===== src/trgr_pkg.sv =====
// Shared types, constants and the font table for the text row glyph renderer.
`default_nettype none

package trgr_pkg;

    localparam int ROW_WIDTH  = 128;
    localparam int GLYPH_COLS = 5;
    localparam int CELL_COLS  = 6;
    localparam int POS_W      = 8;
    localparam int IDX_W      = 7;
    localparam int CNT_W      = 3;
    localparam int KIND_CHAR  = 0;
    localparam int KIND_NEWLINE = 1;

    typedef logic [0:GLYPH_COLS-1][7:0] t_glyph;

    typedef struct packed {
        logic [IDX_W-1:0] base;
        t_glyph           cols;
    } t_entry;

    typedef struct packed {
        logic full;
        logic empty;
    } t_fifo_stat;

    function automatic t_glyph font_lookup(input logic [7:0] code);
        logic [7:0] c;
        t_glyph     g;
        c = code;
        if (code inside {[8'h61:8'h7A]}) begin
            c = code - 8'd32;
        end
        case (c)
            8'h30: g = {8'h3E, 8'h51, 8'h49, 8'h45, 8'h3E};
            8'h31: g = {8'h00, 8'h42, 8'h7F, 8'h40, 8'h00};
            8'h32: g = {8'h42, 8'h61, 8'h51, 8'h49, 8'h46};
            8'h33: g = {8'h21, 8'h41, 8'h45, 8'h4B, 8'h31};
            8'h34: g = {8'h18, 8'h14, 8'h12, 8'h7F, 8'h10};
            8'h35: g = {8'h27, 8'h45, 8'h45, 8'h45, 8'h39};
            8'h36: g = {8'h3C, 8'h4A, 8'h49, 8'h49, 8'h30};
            8'h37: g = {8'h01, 8'h71, 8'h09, 8'h05, 8'h03};
            8'h38: g = {8'h36, 8'h49, 8'h49, 8'h49, 8'h36};
            8'h39: g = {8'h06, 8'h49, 8'h49, 8'h29, 8'h1E};
            8'h41: g = {8'h7E, 8'h11, 8'h11, 8'h11, 8'h7E};
            8'h42: g = {8'h7F, 8'h49, 8'h49, 8'h49, 8'h36};
            8'h43: g = {8'h3E, 8'h41, 8'h41, 8'h41, 8'h22};
            8'h44: g = {8'h7F, 8'h41, 8'h41, 8'h22, 8'h1C};
            8'h45: g = {8'h7F, 8'h49, 8'h49, 8'h49, 8'h41};
            8'h46: g = {8'h7F, 8'h09, 8'h09, 8'h09, 8'h01};
            8'h47: g = {8'h3E, 8'h41, 8'h49, 8'h49, 8'h7A};
            8'h48: g = {8'h7F, 8'h08, 8'h08, 8'h08, 8'h7F};
            8'h49: g = {8'h00, 8'h41, 8'h7F, 8'h41, 8'h00};
            8'h4A: g = {8'h20, 8'h40, 8'h41, 8'h3F, 8'h01};
            8'h4B: g = {8'h7F, 8'h08, 8'h14, 8'h22, 8'h41};
            8'h4C: g = {8'h7F, 8'h40, 8'h40, 8'h40, 8'h40};
            8'h4D: g = {8'h7F, 8'h02, 8'h0C, 8'h02, 8'h7F};
            8'h4E: g = {8'h7F, 8'h04, 8'h08, 8'h10, 8'h7F};
            8'h4F: g = {8'h3E, 8'h41, 8'h41, 8'h41, 8'h3E};
            8'h50: g = {8'h7F, 8'h09, 8'h09, 8'h09, 8'h06};
            8'h51: g = {8'h3E, 8'h41, 8'h51, 8'h21, 8'h5E};
            8'h52: g = {8'h7F, 8'h09, 8'h19, 8'h29, 8'h46};
            8'h53: g = {8'h46, 8'h49, 8'h49, 8'h49, 8'h31};
            8'h54: g = {8'h01, 8'h01, 8'h7F, 8'h01, 8'h01};
            8'h55: g = {8'h3F, 8'h40, 8'h40, 8'h40, 8'h3F};
            8'h56: g = {8'h1F, 8'h20, 8'h40, 8'h20, 8'h1F};
            8'h57: g = {8'h3F, 8'h40, 8'h38, 8'h40, 8'h3F};
            8'h58: g = {8'h63, 8'h14, 8'h08, 8'h14, 8'h63};
            8'h59: g = {8'h07, 8'h08, 8'h70, 8'h08, 8'h07};
            8'h5A: g = {8'h61, 8'h51, 8'h49, 8'h45, 8'h43};
            8'h2D: g = {8'h00, 8'h08, 8'h08, 8'h08, 8'h00};
            8'h2E: g = {8'h00, 8'h00, 8'h60, 8'h00, 8'h00};
            8'h3A: g = {8'h00, 8'h00, 8'h36, 8'h00, 8'h00};
            8'h2F: g = {8'h20, 8'h10, 8'h08, 8'h04, 8'h02};
            8'h21: g = {8'h00, 8'h00, 8'h5F, 8'h00, 8'h00};
            default: g = '0;
        endcase
        return g;
    endfunction

endpackage

`default_nettype wire


===== src/trgr_back.sv =====
// Back end: walks the six columns of the queued character into the output register.
`default_nettype none

module trgr_back (
    input  wire logic                 i_clk,
    input  wire logic                 i_rst_n,
    input  wire trgr_pkg::t_fifo_stat i_fifo_stat,
    input  wire trgr_pkg::t_entry     i_head,
    output logic                      o_pop,
    output logic                      o_out_valid,
    input  wire logic                 i_out_stall,
    output logic [6:0]                o_column_index,
    output logic [7:0]                o_column_bits,
    output logic                      o_last
);
    import trgr_pkg::*;

    logic [CNT_W-1:0] r_cnt;
    logic             r_out_valid;
    logic [IDX_W-1:0] r_column_index;
    logic [7:0]       r_column_bits;
    logic             r_last;
    logic             load;
    logic             take;
    logic             spacer;

    assign load   = !r_out_valid || !i_out_stall;
    assign take   = load && !i_fifo_stat.empty;
    assign spacer = r_cnt == CNT_W'(CELL_COLS - 1);
    assign o_pop  = take && spacer;

    always_ff @(posedge i_clk) begin
        if (!i_rst_n) begin
            r_cnt       <= '0;
            r_out_valid <= 1'b0;
        end else if (load) begin
            r_out_valid <= take;
            if (take) begin
                r_cnt <= spacer ? '0 : r_cnt + CNT_W'(1);
            end
        end
    end

    always_ff @(posedge i_clk) begin
        if (take) begin
            r_column_index <= i_head.base + IDX_W'(r_cnt);
            r_column_bits  <= spacer ? 8'h00 : i_head.cols[r_cnt];
            r_last         <= spacer;
        end
    end

    assign o_out_valid    = r_out_valid;
    assign o_column_index = r_column_index;
    assign o_column_bits  = r_column_bits;
    assign o_last         = r_last;

`ifndef SYNTHESIS
    a_cnt_range: assert property (@(posedge i_clk) disable iff (!i_rst_n)
        r_cnt <= CNT_W'(CELL_COLS - 1))
        else $error("column counter out of range");
    a_spacer_blank: assert property (@(posedge i_clk) disable iff (!i_rst_n)
        (o_out_valid && o_last) |-> (o_column_bits == 8'h00))
        else $error("spacer column not blank");
    a_columns_follow: assert property (@(posedge i_clk) disable iff (!i_rst_n)
        (o_out_valid && !i_out_stall && !o_last) |=>
            (o_out_valid && o_column_index == IDX_W'($past(o_column_index) + IDX_W'(1))))
        else $error("columns of one character not contiguous");
`endif

endmodule

`default_nettype wire


===== config.mk =====
export PLATFORM = sky130hd
export DESIGN_NAME = trgr_back
export DESIGN_NICKNAME = d
export VERILOG_FILES = /design/src/trgr_pkg.sv /design/src/trgr_back.sv
export SDC_FILE = /design/constraint.sdc
export NUM_CORES = 1
export LEC_CHECK = 0
export BUFFER_PORTS_ARGS = -buffer_cell sky130_fd_sc_hd__buf_4
export CAP_MARGIN = 30
export CORE_AREA = 2 2 60 62
export CTS_CLUSTER_SIZE = 20
export DETAILED_ROUTE_END_ITERATION = 8
export DIE_AREA = 0 0 62 64
export GPL_TIMING_DRIVEN = 0
export PLACE_DENSITY = 0.72
export SLEW_MARGIN = 20
export SYNTH_ARGS = -nofsm -noshare
export SYNTH_HDL_FRONTEND = slang
export SYNTH_SLANG_ARGS = --single-unit

===== constraint.sdc =====
create_clock -name i_clk -period 1.6 [get_ports i_clk]
set_input_delay 0.16 -clock i_clk [delete_from_list [all_inputs] [get_ports i_clk]]
set_output_delay 0.16 -clock i_clk [all_outputs]
set_load 0.01 [all_outputs]

# --- Word level (Yosys, flattened, before mapping) ---
# Cells that the tools add are included.
classes:
  n_addsub: 2
  mul: 0
  div: 0
  n_lt_le_gt_ge: 1
  n_eq_ne: 1
  n_shift: 0
  n_mux: 4
  bitwise_logic: 1
  reduce_logical: 7
op_table:
  columns: ["cell", "count"]
  rows:
  - ["8-bit binary-select mux with 3-bit select", 1]
  - ["8-bit two-way mux", 2]
  - ["7-bit by 3-bit adder with 7-bit output", 1]
  - ["4-bit greater-or-equal comparator, second input constant", 1]
  - ["3-bit NOT with 4-bit output", 1]
  - ["3-bit by 1-bit adder with 3-bit output, second input constant", 1]
  - ["3-bit equality test, second input constant", 1]
  - ["1-bit zero test", 3]
  - ["3-bit two-way mux", 1]
  - ["1-bit logical AND", 2]
  - ["2-bit AND reduction", 1]
  - ["1-bit logical OR", 1]
totals:
  regBits: 20
  latch_bits: 0
  ramBits: 0
  mem_bits_ro: 0
  inputBits: 52
  out_inout_bits: 18
  wordCells: 21
  memories: 0

# --- Depth between registers and ports, before layout ---
logic_depth:
  depth_word: 4
  ltp_mapped: 5
  depth_no_buf: 5

# --- Worst setup path after synthesis ---
# No wires, ideal clock.
synth_timing:
  path_type: "reg2reg"
  start: "register r_cnt[0]"
  end: "register r_column_index[6], in the netlist o_column_index[6], data pin"
  setup_ns: 0.258
  arrival_ns: 1.215
  required_ns: 1.342
  path_slack_ns: 0.127
  stages_incl_launch_ff: 6
  path_buffers: 0
  period_less_slack_ns: 1.473
  cell_sequence: "dfxtp_1 > ha_1 > fa_1 > a21o_1 > nand4_1 > xnor2_1"
synth_via:
  elab_chain_len: 1
synth_lines:
  columns: ["element", "line", "source"]
  rows:
  - ["start, declared", "trgr_back.sv:18", "logic [CNT_W-1:0] r_cnt;"]
  - ["start signal, assigned", "trgr_back.sv:39", "r_cnt <= spacer ? '0 : r_cnt + CNT_W'(1);"]
  - ["7-bit by 3-bit adder with 7-bit output", "trgr_back.sv:46", "r_column_index <= i_head.base + IDX_W'(r_cnt);"]
  - ["end signal, assigned", "trgr_back.sv:46", null]
  - ["end, declared", "trgr_back.sv:20", "logic [IDX_W-1:0] r_column_index;"]
# No other way between the ends.
# A chain may end at the register's enable or synchronous reset.

# --- Worst setup path after layout ---
layout_timing:
  start: "register r_cnt[1]"
  end: "output o_pop"
layout_via:
  elab_chain_len: 2
layout_lines:
  columns: ["element", "line", "source"]
  rows:
  - ["3-bit equality test", "trgr_back.sv:29", "assign spacer = r_cnt == CNT_W'(CELL_COLS - 1);"]
  - ["named net spacer", "trgr_back.sv:25", "logic spacer;"]
  - ["1-bit logical AND", "trgr_back.sv:30", "assign o_pop = take && spacer;"]
  - ["end, declared", "trgr_back.sv:9", "output logic o_pop,"]
# The timed path passes the listed nets, and every way through them passes these cells.

==> results.txt <==
Share of layout cells above drive strength 1: 0.464. The most frequent cell after synthesis was mux2i_1. The detail-routed net length per standard cell is 13.1 um, and the placeable core region is 3280 um2. The share of synthesized flip-flops with an asynchronous set or reset was 0; the setup violation total in the final timing report was 0.

The fraction of synthesized cell area taken by the top area cell type came out at 0.391. Prior to clock tree synthesis, the placed netlist has a worst setup slack of -0.0315 ns. The worst setup path is launched from a flip-flop. At the worst endpoint, the arrival time is 1.35 ns.

The tools report the start point of the critical path as r_cnt[1]. After the last flow step, the layout net total stands at 240. The most frequently used flop master after synthesis is edfxtp_1. In this run, distinct cell masters in the synthesized netlist total 25.

The number of fill cells is 277. In the routed design, unresolved DRC markers number 0. The kind of capture point of the worst setup path was a primary output.

Number of pins exceeding their max-slew limit in the final report: 0. The number of rows created at floorplan was 21; the slew at the pin closest to its max-slew limit was 0.383 ns. The mean area per synthesized cell is 11.3 um2. The number of synthesis warnings is 0, and the worst path required time is 1.44 ns.

Ranked by instance count, the synthesized netlist is headed by mux2i_1, edfxtp_1, o21ai_1. The number of synthesized flops with an enable pin was 16; the max-slew headroom at the worst pin was 0.745. The global-route wire length before repair is 4550 um. From synthesis to final layout, the design area changed by 53.9%. The number of cell instances on the worst register-to-register path was 5; the number of DRC violations after detailed-routing iteration 0 was 46. The flow ran to the end, and the final reports show no timing, DRC or antenna violations.

The tools report the clock net sink count as 20. Setup slack on the critical path of the routed design comes to 0.0855 ns. The flip-flop and latch count after synthesis was 20; the sequential element share of the synthesized area was 0.457. Maximum clock frequency: 660 MHz.

For this block, the routed nets add up to 3000 um of wire. Clock tree synthesis selected as its root buffer the cell clkbuf_4. Summed over all instances, the cell type with the most area after synthesis is edfxtp_1. The post-detailed-route via-to-cell ratio works out to 4.86. Clock-pin slew was measured on the worst setup and hold paths at 0.11 ns.

The worst ir drop on vdd is 359 uV. The global-route total usage across every layer is 0.154, and the reg-to-reg setup timing slack is 0.10 ns. The final hold violation count came out at 0. TritonCTS built the clock tree. For the initial standard-cell utilization of the core, the log shows 0.374.

The worst register-to-register path ends at o_column_index[6]. The number of clock buffers added by TritonCTS is 3. The startpoint identified for the worst register-to-register timing path is r_cnt[0]. Synthesis produced 109 cells. The detail route stage leaves a number of antenna-violating nets equal to 0. The cell area that synthesis handed to floorplanning was 1230 um2. The net count after synthesis is 165.

Final worst clock skew: 0.00115 ns. The H-tree level count is 1, and the final clock period utilization by the worst path is 0.947. Setup repair after global routing left no endpoint under its margin. Entering global routing, the biggest net connects 13 pins. The number of port buffers came out at 68. 0 antenna diodes ended up in the layout. In this run the deepest clock path goes through 2 buffers. Summed over all nets, the half-perimeter wirelength after detailed placement is 2410 um. The max capacitance violation total came out at 0. At the end of routability-driven placement, the weighted congestion stood at 0.777. Type of the worst setup path: reg -> out.

Power spread over the standard cell area amounts to 761 nW/um2. The final global-route overflow total was 0. First-pass detailed-route iteration total: 4. The overall die area is 3970 um2, and the die boundary width is 62 um.

The maximum fanout along the worst path is 10, and the static leakage is 0.000800 uW. The tools report the total number of vias as 1113. The post-layout total power is 1440 uW, and the clock period minus final worst setup slack is 1.51 ns.

The clock latency on the worst-skew pair came out at 0.29 ns. The number of antenna violations at the first check in global routing came out at 0. Ranked by total cell area, the synthesized netlist is headed by edfxtp_1, mux2i_1, dfxtp_1. The worst hold path belongs to the class in -> reg. The critical path capture point was o_pop.

The number of global-route vias before repair is 1037, and the die span in y is 64 um. The number of ports placed on the die boundary was 70.
==> layer usage <==
metal | track usage | vias up | part of all wire
li1 | - | 549 | -
met1 | 0.210 | 498 | 0.40
met2 | 0.249 | 62 | 0.51
met3 | 0.0142 | 4 | 0.076
met4 | 0.0559 | 0 | 0.013
met5 | 0 | - | 0
==> per-stage QoR <==
step	setup TNS (ns)	hold slack, ns	cells	utilization	area (um2)
final	0	0.0682	229	0.575	1890
after global routing	0	0.0804	229	0.575	1890
after CTS	0	0.0597	229	0.573	1880
after detailed placement	-0.0738	0.372	223	0.547	1800
after global placement	-0.00263	0.366	223	0.547	1800
after floorplan	0	0.266	109	-	1230
==> final cells by class <==
cell class	instances	area (um2)	area share
multi-input cells	81	611	0.323
flip-flops and latches	20	562	0.297
repair buffers	70	538	0.285
plain buffers	8	68.8	0.0364
well taps	46	57.6	0.0305
clock inverters	1	30.0	0.0159
clock buffers	3	22.5	0.0119
==> where the power goes <==
group	leakage, uW	total (uW)	internal (uW)	switching [uW]
Combinational	0.000584	397	230	167
Sequential	0.000188	639	622	17.2
Clock	0.0000279	402	253	149
==> worst min path at each step <==
stage	cells past startpoint	endpoint	start
2_1_floorplan	1	o_out_valid	i_fifo_stat[0]
3_3_place_gp	2	o_out_valid	i_fifo_stat[0]
4_1_cts	2	o_out_valid	i_fifo_stat[0]
6_report	2	o_out_valid	i_fifo_stat[0]
5_1_grt	2	o_out_valid	i_fifo_stat[0]
3_5_place_dp	2	o_out_valid	i_fifo_stat[0]
==> cells in the final DEF, fill, tap and decap left out <==
cell type  Yosys  final
clkbuf_4       0      3
a21o_1         1      1
edfxtp_1      16     16
a21oi_4        0      1
buf_2          3      3
a211oi_1       1      1
mux2i_1       18     18
and2_1         2      2
nor2_1         4      3
a21boi_0       1      1
nor3_1         1      1
bufinv_16      0      1
buf_6          2      2
o21ai_0        6      6
o21a_1         8      8
nand3b_1       9      9
dfxtp_2        0      1
nand2_1        8      8
buf_12         1      2
xor2_1         4      4
clkbuf_1       1      1
xnor2_1        2      2
buf_4          1     70
nand4_1        1      1
fa_2           0      1
dfxtp_1        4      3
ha_1           3      3
o21ai_1       10     10
nor2_2         0      1
==> flip-flops by register name, summed over array words and instances (netlist names) <==
signal,flops
o_column_bits,8
o_column_index,7
o_last,1
o_out_valid,1
r_cnt,3
==> timing repair <==
item                                    4_1_cts  5_1_grt
pin swaps                                     1        0
endpoints found under the setup margin        3        2
resized for setup                             1        3
gates cloned                                  0        0
hold buffers                                  0        0
buffers inserted                              2        0
==> logic make-up after synthesis <==
kind of cell / synth area share
simple gates: 0.111
buf+inv: 0.0561
compound gates: 0.140
fa+ha+maj: 0.0469
xor+xnor: 0.0428
flops: 0.457
mux: 0.147
==> critical path: stages (launching register included) <==
cell and delay, ns:
dfxtp_2 0.39, buf_6 0.19, buf_6 0.15, nor2_2 0.05, and2_1 0.14, buf_4 0.13
No activity file was read; power rests on OpenSTA's default activity.
