===== src/trgr_pkg.sv =====
// Shared types, constants and the font table for the text row glyph renderer.
`default_nettype none

package trgr_pkg;

    localparam int ROW_WIDTH  = 128;
    localparam int GLYPH_COLS = 5;
    localparam int CELL_COLS  = 6;
    localparam int POS_W      = 8;
    localparam int IDX_W      = 7;
    localparam int CNT_W      = 3;
    localparam int KIND_CHAR  = 0;
    localparam int KIND_NEWLINE = 1;

    typedef logic [0:GLYPH_COLS-1][7:0] t_glyph;

    typedef struct packed {
        logic [IDX_W-1:0] base;
        t_glyph           cols;
    } t_entry;

    typedef struct packed {
        logic full;
        logic empty;
    } t_fifo_stat;

    function automatic t_glyph font_lookup(input logic [7:0] code);
        logic [7:0] c;
        t_glyph     g;
        c = code;
        if (code inside {[8'h61:8'h7A]}) begin
            c = code - 8'd32;
        end
        case (c)
            8'h30: g = {8'h3E, 8'h51, 8'h49, 8'h45, 8'h3E};
            8'h31: g = {8'h00, 8'h42, 8'h7F, 8'h40, 8'h00};
            8'h32: g = {8'h42, 8'h61, 8'h51, 8'h49, 8'h46};
            8'h33: g = {8'h21, 8'h41, 8'h45, 8'h4B, 8'h31};
            8'h34: g = {8'h18, 8'h14, 8'h12, 8'h7F, 8'h10};
            8'h35: g = {8'h27, 8'h45, 8'h45, 8'h45, 8'h39};
            8'h36: g = {8'h3C, 8'h4A, 8'h49, 8'h49, 8'h30};
            8'h37: g = {8'h01, 8'h71, 8'h09, 8'h05, 8'h03};
            8'h38: g = {8'h36, 8'h49, 8'h49, 8'h49, 8'h36};
            8'h39: g = {8'h06, 8'h49, 8'h49, 8'h29, 8'h1E};
            8'h41: g = {8'h7E, 8'h11, 8'h11, 8'h11, 8'h7E};
            8'h42: g = {8'h7F, 8'h49, 8'h49, 8'h49, 8'h36};
            8'h43: g = {8'h3E, 8'h41, 8'h41, 8'h41, 8'h22};
            8'h44: g = {8'h7F, 8'h41, 8'h41, 8'h22, 8'h1C};
            8'h45: g = {8'h7F, 8'h49, 8'h49, 8'h49, 8'h41};
            8'h46: g = {8'h7F, 8'h09, 8'h09, 8'h09, 8'h01};
            8'h47: g = {8'h3E, 8'h41, 8'h49, 8'h49, 8'h7A};
            8'h48: g = {8'h7F, 8'h08, 8'h08, 8'h08, 8'h7F};
            8'h49: g = {8'h00, 8'h41, 8'h7F, 8'h41, 8'h00};
            8'h4A: g = {8'h20, 8'h40, 8'h41, 8'h3F, 8'h01};
            8'h4B: g = {8'h7F, 8'h08, 8'h14, 8'h22, 8'h41};
            8'h4C: g = {8'h7F, 8'h40, 8'h40, 8'h40, 8'h40};
            8'h4D: g = {8'h7F, 8'h02, 8'h0C, 8'h02, 8'h7F};
            8'h4E: g = {8'h7F, 8'h04, 8'h08, 8'h10, 8'h7F};
            8'h4F: g = {8'h3E, 8'h41, 8'h41, 8'h41, 8'h3E};
            8'h50: g = {8'h7F, 8'h09, 8'h09, 8'h09, 8'h06};
            8'h51: g = {8'h3E, 8'h41, 8'h51, 8'h21, 8'h5E};
            8'h52: g = {8'h7F, 8'h09, 8'h19, 8'h29, 8'h46};
            8'h53: g = {8'h46, 8'h49, 8'h49, 8'h49, 8'h31};
            8'h54: g = {8'h01, 8'h01, 8'h7F, 8'h01, 8'h01};
            8'h55: g = {8'h3F, 8'h40, 8'h40, 8'h40, 8'h3F};
            8'h56: g = {8'h1F, 8'h20, 8'h40, 8'h20, 8'h1F};
            8'h57: g = {8'h3F, 8'h40, 8'h38, 8'h40, 8'h3F};
            8'h58: g = {8'h63, 8'h14, 8'h08, 8'h14, 8'h63};
            8'h59: g = {8'h07, 8'h08, 8'h70, 8'h08, 8'h07};
            8'h5A: g = {8'h61, 8'h51, 8'h49, 8'h45, 8'h43};
            8'h2D: g = {8'h00, 8'h08, 8'h08, 8'h08, 8'h00};
            8'h2E: g = {8'h00, 8'h00, 8'h60, 8'h00, 8'h00};
            8'h3A: g = {8'h00, 8'h00, 8'h36, 8'h00, 8'h00};
            8'h2F: g = {8'h20, 8'h10, 8'h08, 8'h04, 8'h02};
            8'h21: g = {8'h00, 8'h00, 8'h5F, 8'h00, 8'h00};
            default: g = '0;
        endcase
        return g;
    endfunction

endpackage

`default_nettype wire


===== src/trgr_fifo.sv =====
// Two-entry queue between the front end and the column sequencer.
`default_nettype none

module trgr_fifo (
    input  wire logic                 i_clk,
    input  wire logic                 i_rst_n,
    input  wire logic                 i_push,
    input  wire trgr_pkg::t_entry     i_entry,
    input  wire logic                 i_pop,
    output trgr_pkg::t_entry          o_head,
    output trgr_pkg::t_fifo_stat      o_stat
);
    import trgr_pkg::*;

    t_entry     r_mem [2];
    logic       r_wr_ptr;
    logic       r_rd_ptr;
    logic [1:0] r_count;

    assign o_head       = r_mem[r_rd_ptr];
    assign o_stat.full  = r_count == 2'd2;
    assign o_stat.empty = r_count == 2'd0;

    always_ff @(posedge i_clk) begin
        if (i_push) begin
            r_mem[r_wr_ptr] <= i_entry;
        end
    end

    always_ff @(posedge i_clk) begin
        if (!i_rst_n) begin
            r_wr_ptr <= 1'b0;
            r_rd_ptr <= 1'b0;
            r_count  <= 2'd0;
        end else begin
            if (i_push) begin
                r_wr_ptr <= ~r_wr_ptr;
            end
            if (i_pop) begin
                r_rd_ptr <= ~r_rd_ptr;
            end
            r_count <= r_count + 2'(i_push) - 2'(i_pop);
        end
    end

`ifndef SYNTHESIS
    a_no_overflow: assert property (@(posedge i_clk) disable iff (!i_rst_n)
        i_push |-> !o_stat.full)
        else $error("push into full queue");
    a_no_underflow: assert property (@(posedge i_clk) disable iff (!i_rst_n)
        i_pop |-> !o_stat.empty)
        else $error("pop from empty queue");
    a_count_range: assert property (@(posedge i_clk) disable iff (!i_rst_n)
        r_count <= 2'd2)
        else $error("queue count out of range");
`endif

endmodule

`default_nettype wire


===== config.mk =====
export PLATFORM = sky130hd
export DESIGN_NAME = trgr_fifo
export DESIGN_NICKNAME = d
export VERILOG_FILES = /design/src/trgr_pkg.sv /design/src/trgr_fifo.sv
export SDC_FILE = /design/constraint.sdc
export NUM_CORES = 1
export LEC_CHECK = 0
export CORE_ASPECT_RATIO = 1.25
export CORE_MARGIN = 1.5
export CORE_UTILIZATION = 40
export DETAILED_ROUTE_END_ITERATION = 10
export DONT_BUFFER_PORTS = 1
export RECOVER_POWER = 25
export SYNTH_ARGS = -nofsm -noshare
export SYNTH_HDL_FRONTEND = slang
export SYNTH_SLANG_ARGS = --single-unit

===== constraint.sdc =====
create_clock -name i_clk -period 8.75 [get_ports i_clk]
set_clock_uncertainty 0.05 [all_clocks]
set_input_delay 0.4375 -clock i_clk [delete_from_list [all_inputs] [get_ports i_clk]]
set_output_delay 0.4375 -clock i_clk [all_outputs]
set_load 0.05 [all_outputs]

# Yosys cells after proc, flatten, opt, wreduce, memory -nomap -nowiden
# Memories as Yosys holds them, arrays and structs flattened. A register that Yosys moved wholly into a read port is not among the register bits.
# Index checks and enable logic that the tools add are counted.
# op_classes
n_eq_ne	1
add_sub_neg	2
bitwise	2
mux	4
n_reduce_logical	1
# op_table
op	count
1-bit two-way mux	4
2-bit by 1-bit adder with 2-bit output	1
2-bit == test, second input constant	1
2-bit logical NOT	1
1-bit NOT	2
2-bit by 1-bit subtractor with 2-bit output	1
# totals
elab_cells	14
ramBits	94
register_bits	4
in_bits	51
output_inout_bits	49
n_memories	1
# memory_table
memory	depth	word_bits	rd	rd_clocked_by_memory_dff	wr	line	rtl
r_mem	2	47	1	1	1	trgr_fifo.sv:15	t_entry r_mem [2];

# Longest topological paths before layout
# Gate-level depths: netlist (run 1).
# depth
ltp_word	3
ltp_mapped	6
mapped_depth_nobuf	6

# Worst setup path after synthesis (run 1)
# OpenSTA, ideal clock, no wires.
# synth_path
path_type	input to register
startpoint	input i_push
endpoint	memory r_mem[0][0] (netlist name) (enable)
stages	1
required_time_ns	8.242
setup_slack_ns	5.685
setup_ns	0.458
n_path_buf	0
t_arrival_ns	2.557
path_cell_list	nor2b_1
# synth_via
elab_chain_len	2
# synth_lines
element	line	rtl
start, declared	trgr_fifo.sv:7	input wire logic i_push,
1-bit two-way mux	trgr_fifo.sv:25	if (i_push) begin
1-bit two-way mux (not written as such)	trgr_fifo.sv:26	r_mem[r_wr_ptr] <= i_entry;
end, declared	trgr_fifo.sv:15	
# Every way passes these cells.

==> run_results.csv, run 1 <==
group,metric,value,unit
finish,post-route-cell-area,4140,sq um
setup_path,path_delay_family,"flip-flops",
synthesis,yosysSeqAreaShare,78.2,%
synthesis,yosysTopAreaCellShare,75.5,%
finish,drive_above_1_share,35.6,%
power_and_ir_drop,power_density,259,nW/um^2
setup_path,worst-path-stages,2,
setup_path,path_buf_inv,1,
setup_path,path_class,"reg -> out",
clock_network,clockRootBuffer,"clkbuf_16",
drt,vias,1450,
run,maxCapViolations,0,
finish,finalNetCount,228,
power_and_ir_drop,peakVddDrop,0.136,mV
drt,drc,0,
synthesis,syn_nets,220,
setup_path,start_kind,"flop",
power_and_ir_drop,power.total,1.07,mW
finish,multiInputGateArea,768,sq um
clock_network,cts_tree,"built",
finish,final.fill_count,765,
sta,drv_slew,0,
die,dieArea,9940,sq um
clock_network,cts_resized,0,
setup_path,required,8260,ps
synthesis,syn_inst,167,
power_and_ir_drop,power_frac_clock,32.6,%
drt,drt-vias-per-instance,4.79,
setup_path,reg2reg_from,"r_wr_ptr$_SDFFE_PN0P_",
drt,dr.pass1.iters,4,
die,die_h,111,microns
clock_network,worstSkewPairLatency,330,ps
grt,grt_pass1_vias,1662,
synthesis,synth-seq-cells,99,
finish,n_antenna_cell,0,
outcome,status,"finished, final reports clean",
sta,worst_slew_pin_slew,1120,ps
min_path,hold_end,"r_mem[1][46]$_DFFE_PP_",
drt,wl,5.81,mm
finish,layout_common_cells,"edfxtp_1 (94), mux2_4 (30), mux2_2 (17)",
finish,layoutNonFillerInstCount,303,
grt,grt.total_usage,12.4,%
power_and_ir_drop,pwr-share-seq,52.3,%
drt,drtIter0Drc,66,
die,initial_utilization,41.0,%
sta,rsz0062_at_grt,"no",
synthesis,synth_area_leaders,"edfxtp_1 (75%), mux2_4 (12%), mux2_2 (5.1%), dfxtp_1 (2.7%), buf_6 (1.2%)",
clock_network,htree_levels,3,
drt,routedWlPerCell,19.2,microns
placement,routabilityCongestion,0.607,
sta,fin_crit_sh,29.7,%
setup_path,path_cells,"buf_4 > mux2_2",
setup_path,timing.rr.end,"r_mem[1][26]$_DFFE_PP_",
grt,grt_pass1_wl,8.65,mm
sta,slew_headroom,25.3,%
sta,hold_viol_final,0,
min_path,holdPathStages,0,
min_path,hp-start,"i_entry[46]",
setup_path,crit_fanout,24,
finish,register_area,2920,sq um
clock_network,clockBufferDepth,2,
die,ioPinCount,100,
finish,syn2layout_area_growth,10.6,%
sta,whs,148,ps
setup_path,reg2reg_depth,1,
placement,place_area,3870,sq um
placement,dp_hpwl,4.00,mm
power_and_ir_drop,p_leak,1.42,nW
placement,io_buffers,0,
grt,grt_start_max_net_pins,49,
clock_network,post_cts_buffers,0,
placement,dp_cells,287,
min_path,hold_path.class,"in -> reg",
power_and_ir_drop,internal_power,0.792,mW
synthesis,synth_cell_types,14,
sta,period_needed,2600,ps
power_and_ir_drop,p_comb_share,15.1,%
setup_path,cpMaxStageDelayCell,"dfxtp_2",
synthesis,synth_top_area_cell,"edfxtp_1",
clock_network,postCtsHoldBufs,0,
die,die_w,89.5,microns
clock_network,clk_pin_slew,60,ps
power_and_ir_drop,switching_share,26.2,%
clock_network,clkSinkCount,99,
clock_network,cts_buffers,9,
grt,antenna_found_initial,0,
power_and_ir_drop,p_sw,0.281,mW
finish,layout_commonest_cell,"edfxtp_1",
die,fp.coreArea,9130,sq um
setup_path,arrival,2110,ps
grt,grt_overflow_total,0,
synthesis,yosys_warnings,0,
synthesis,netlist_area,3740,sq um
setup_path,worst-r2r-setup-slack,6970,ps
drt,ant_nets,0,
synthesis,syn_area_per_cell,22.4,sq um
sta,setup-tns-final,0,ps
sta,setup_viol_count_final,0,
setup_path,slowest_delay,730,ps
die,row_count,39,
setup_path,cp-end-kind,"output port",
sta,fmax,0.385,GHz
[worst max path at each step]
stage           start                     to  slack [ps]
2_1_floorplan  i_push  r_mem[0][0]$_DFFE_PP_        5680
3_3_place_gp     flop              o_head[3]        6530
3_5_place_dp     flop             o_head[46]        6460
4_1_cts          flop             o_head[46]        6090
5_1_grt          flop              o_head[5]        6020
6_report         flop             o_head[46]        6150
[power groups by stage]
stage	sequential (mW)	clock, mW	combinational (mW)
finish	0.561	0.349	0.162
global route	0.564	0.376	0.168
CTS	0.561	0.360	0.165
detailed placement	0.571	0	0.165
global placement	0.569	0	0.161
floorplan	0.564	0	0.158
[stage by stage]
step                      setup slack [ps]  utilization [%]
after floorplan                       5680                -
after global placement                6530             42.4
final                                 6150             45.3
after CTS                             6090             45.3
after global routing                  6020             45.3
after detailed placement              6460             42.4
[area by class of cell]
type,instances,area share (%)
clock buffers,14,6.14
multi-input cells,61,18.6
flip-flops and latches,99,70.7
repair buffers,2,0.363
inverters,2,0.182
well taps,123,3.72
clock inverters,2,0.303
[registers in the layout (all words and copies together) (netlist names), named ones only]
register and flops:
r_mem 94, r_count 2, r_rd_ptr 1, r_wr_ptr 1
[layer usage]
layer | part of all wire, % | up-vias | track usage, %
li1 | - | 662 | -
met1 | 31 | 706 | 10.8
met2 | 56 | 72 | 21.8
met3 | 12 | 10 | 7.30
met4 | 1.9 | 0 | 5.85
met5 | 0 | - | 0
[logic make-up after synthesis]
family / Yosys count / share of synthesized area [%]
flip-flops: 99 / 78.2
adder cells (fa/ha/maj): 2 / 0.669
AO/OA/AOI/OAI: 1 / 0.201
multiplexers: 47 / 17.2
XOR/XNOR: 2 / 0.836
AND/OR/NAND/NOR: 9 / 1.44
buffers and inverters: 7 / 1.54
[Yosys cell counts (all sizes together)]
cell type,number
and2,4
edfxtp,94
buf,5
o21a,1
xnor3,1
mux2,47
inv,2
xor2,1
dfxtp,5
ha,2
nor2,1
nor2b,4
No activity file was read; power rests on OpenSTA's default activity.
==> inputs of run 2 (changes only) <==
Settings changed: ABC_AREA from default to 1.
Clock period 8.75 ns to 2.7 ns, I/O delays scaled along.
==> run 2 against run 1 <==
  * Final area rose by 14%
  * Worst setup slack got worse by 5500 ps
  * Area after synthesis did not move
  * Hold slack got worse by 73 ps
  * Sequential share of layout area fell by 8.8 points
  * Power rose to 3.3 times the previous value
  * Critical path type unchanged
  * Largest power group unchanged
  * Highest routed layer unchanged
==> run_results.csv, run 2 <==
group,metric,value,unit
setup_path,required,2520,ps
sta,whs,74.4,ps
setup_path,cp-end-kind,"output port",
min_path,hold_path.class,"in -> reg",
drt,ant_nets,0,
synthesis,netlist_area,3740,sq um
clock_network,cts_resized,0,
setup_path,crit_fanout,29,
die,row_count,39,
sta,worst_slew_pin_slew,892,ps
clock_network,cts_buffers,9,
grt,grt_start_max_net_pins,48,
synthesis,async_reset_ff_share,0,%
synthesis,syn_nets,232,
clock_network,htree_levels,3,
synthesis,syn_area_per_cell,20.9,sq um
synthesis,synth-seq-cells,99,
drt,wl,6.27,mm
drt,drt-vias-per-instance,4.68,
drt,routedWlPerCell,17.0,microns
finish,layout_common_cells,"edfxtp_1 (94), dlygate4sd3_1 (51), mux2_4 (30)",
setup_path,worst-r2r-setup-slack,890,ps
finish,final.fill_count,765,
finish,registers.top_by_ff_count,"r_mem",
min_path,hold_end,"r_count[1]$_SDFF_PN0_",
sta,setup_viol_count_final,0,
sta,period_needed,2020,ps
synthesis,synth-edff-count,94,
sta,rsz0062_at_grt,"no",
setup_path,reg2reg_depth,7,
setup_path,path_delay_family,"flip-flops",
die,initial_utilization,41.0,%
placement,dp_hpwl,3.97,mm
sta,setup_slack,679,ps
grt,grt_overflow_total,0,
setup_path,arrival,1840,ps
setup_path,path_buf_inv,1,
clock_network,post_cts_buffers,0,
grt,grt.total_usage,13.4,%
finish,syn2layout_area_growth,26.2,%
sta,hold_viol_final,0,
synthesis,synth_area_leaders,"edfxtp_1 (75%), mux2_4 (12%), mux2_2 (5.1%), dfxtp_1 (2.7%), buf_6 (1.2%)",
sta,setup-tns-final,0,ps
clock_network,clockRootBuffer,"clkbuf_16",
clock_network,worstSkewPairLatency,340,ps
sta,fmax,0.495,GHz
setup_path,path_cells,"buf_12 > mux2_2",
finish,largestRegisters,"r_mem (94), r_count (2)",
min_path,hp-start,"i_pop",
clock_network,clk_pin_slew,70,ps
clock_network,cts_tree,"built",
grt,antenna_found_initial,1,
synthesis,yosys_warnings,0,
finish,layout_commonest_cell,"edfxtp_1",
power_and_ir_drop,peakVddDrop,0.307,mV
grt,grt_pass1_wl,9.49,mm
sta,slew_headroom,40.3,%
drt,vias,1722,
sta,drv_slew,0,
die,ioPinCount,100,
die,dieArea,9940,sq um
drt,dr.pass1.iters,6,
placement,routabilityCongestion,0.590,
setup_path,reg2reg_from,"r_count[0]$_SDFF_PN0_",
synthesis,yosysTopAreaCellShare,75.5,%
die,die_h,111,microns
finish,finalNetCount,292,
finish,drive_above_1_share,27.5,%
die,die_w,89.5,microns
min_path,holdPathStages,3,
setup_path,start_kind,"flop",
synthesis,ys_top_cells_by_count,"edfxtp_1 (94), mux2_4 (30), mux2_2 (17)",
setup_path,path_class,"reg -> out",
clock_network,clkSinkCount,99,
sta,fin_crit_sh,74.9,%
placement,io_buffers,0,
finish,largest_reg_flops,94,
synthesis,synth-main-ff-cell,"edfxtp_1",
synthesis,yosysMostFrequentCell,"edfxtp_1",
grt,grt_pass1_vias,1880,
run,maxCapViolations,0,
synthesis,yosysSeqAreaShare,78.2,%
setup_path,timing.rr.end,"r_count[0]$_SDFF_PN0_",
synthesis,syn_inst,179,
synthesis,synth_cell_types,12,
setup_path,slowest_delay,670,ps
power_and_ir_drop,power_density,758,nW/um^2
drt,drtIter0Drc,59,
clock_network,clockBufferDepth,2,
die,fp.coreArea,9130,sq um
power_and_ir_drop,p_leak,1.68,nW
outcome,status,"finished, final reports clean",
synthesis,synth_top_area_cell,"edfxtp_1",
placement,pre_cts_slack,1010,ps
drt,drc,0,
setup_path,cpMaxStageDelayCell,"dfxtp_2",
run 2: cells by family after synthesis:
| group | Yosys count | share of synthesized area, % |
|---|---|---|
| mux | 47 | 17.2 |
| simple gates | 18 | 1.84 |
| fa+ha+maj | 2 | 0.669 |
| flops | 99 | 78.2 |
| compound gates | 1 | 0.134 |
| buf+inv | 12 | 2.04 |
run 2: worst reg2reg max path, delay by kind of cell (launching register included):
family | cells | cell delay (ps)
fa+ha+maj | 2 | 530
buf+inv | 4 | 700
simple gates | 1 | 70
flops | 1 | 370
run 2: report_power, final:
group | switching [mW] | leakage (nW) | internal, mW
Clock | 0.519 | 0.133 | 0.712
Sequential | 0.0333 | 0.924 | 1.77
Combinational | 0.370 | 0.621 | 0.170
Total | 0.922 | 1.68 | 2.66
run 2: layout make-up:
class / count / area (sq um) / area share (%)
well taps: 123 / 154 / 3.26
multi-input cells: 68 / 748 / 15.9
clock inverters: 7 / 68.8 / 1.46
flip-flops and latches: 99 / 2920 / 62.0
diodes: 1 / 2.50 / 0.0530
inverters: 7 / 26.3 / 0.557
repair buffers: 54 / 571 / 12.1
clock buffers: 9 / 225 / 4.77
run 2: how the worst max path moves through the flow:
stage / slack [ps] / end / start / cells after the start
after global routing: 590 / o_head[1] / flop / 2
final: 680 / o_head[0] / flop / 2
after global placement: 1050 / o_head[5] / flop / 2
after detailed placement: 1010 / o_head[1] / flop / 2
after floorplan: 680 / r_mem[0][0]$_DFFE_PP_ / r_wr_ptr$_SDFFE_PN0P_ / 1
after CTS: 630 / o_head[5] / flop / 2
run 2: layer usage:
layer / GRT usage (%) / part of all wire, % / vias up / wire, microns
met2: 23.5 / 56 / 50 / 3530
met5: 0 / 0 / - / 0
met3: 3.50 / 5.1 / 11 / 317
li1: - / - / 805 / -
met4: 9.23 / 2.8 / 0 / 173
met1: 13.3 / 36 / 856 / 2250
run 2: stage by stage:
| step | area [sq um] | cells | total power, mW | utilization, % |
|---|---|---|---|---|
| 2_1_floorplan | 3740 | 179 | 2.26 | - |
| 3_3_place_gp | 3910 | 300 | 2.30 | 42.9 |
| 3_5_place_dp | 3910 | 300 | 2.31 | 42.9 |
| 4_1_cts | 4720 | 367 | 3.62 | 51.7 |
| 5_1_grt | 4720 | 368 | 3.71 | 51.7 |
| 6_report | 4720 | 368 | 3.58 | 51.7 |
run 2: what timing repair did:
action                     CTS  global route
hold endpoints to repair    99             0
hold buffers                51             0
setup endpoints to repair    0             0
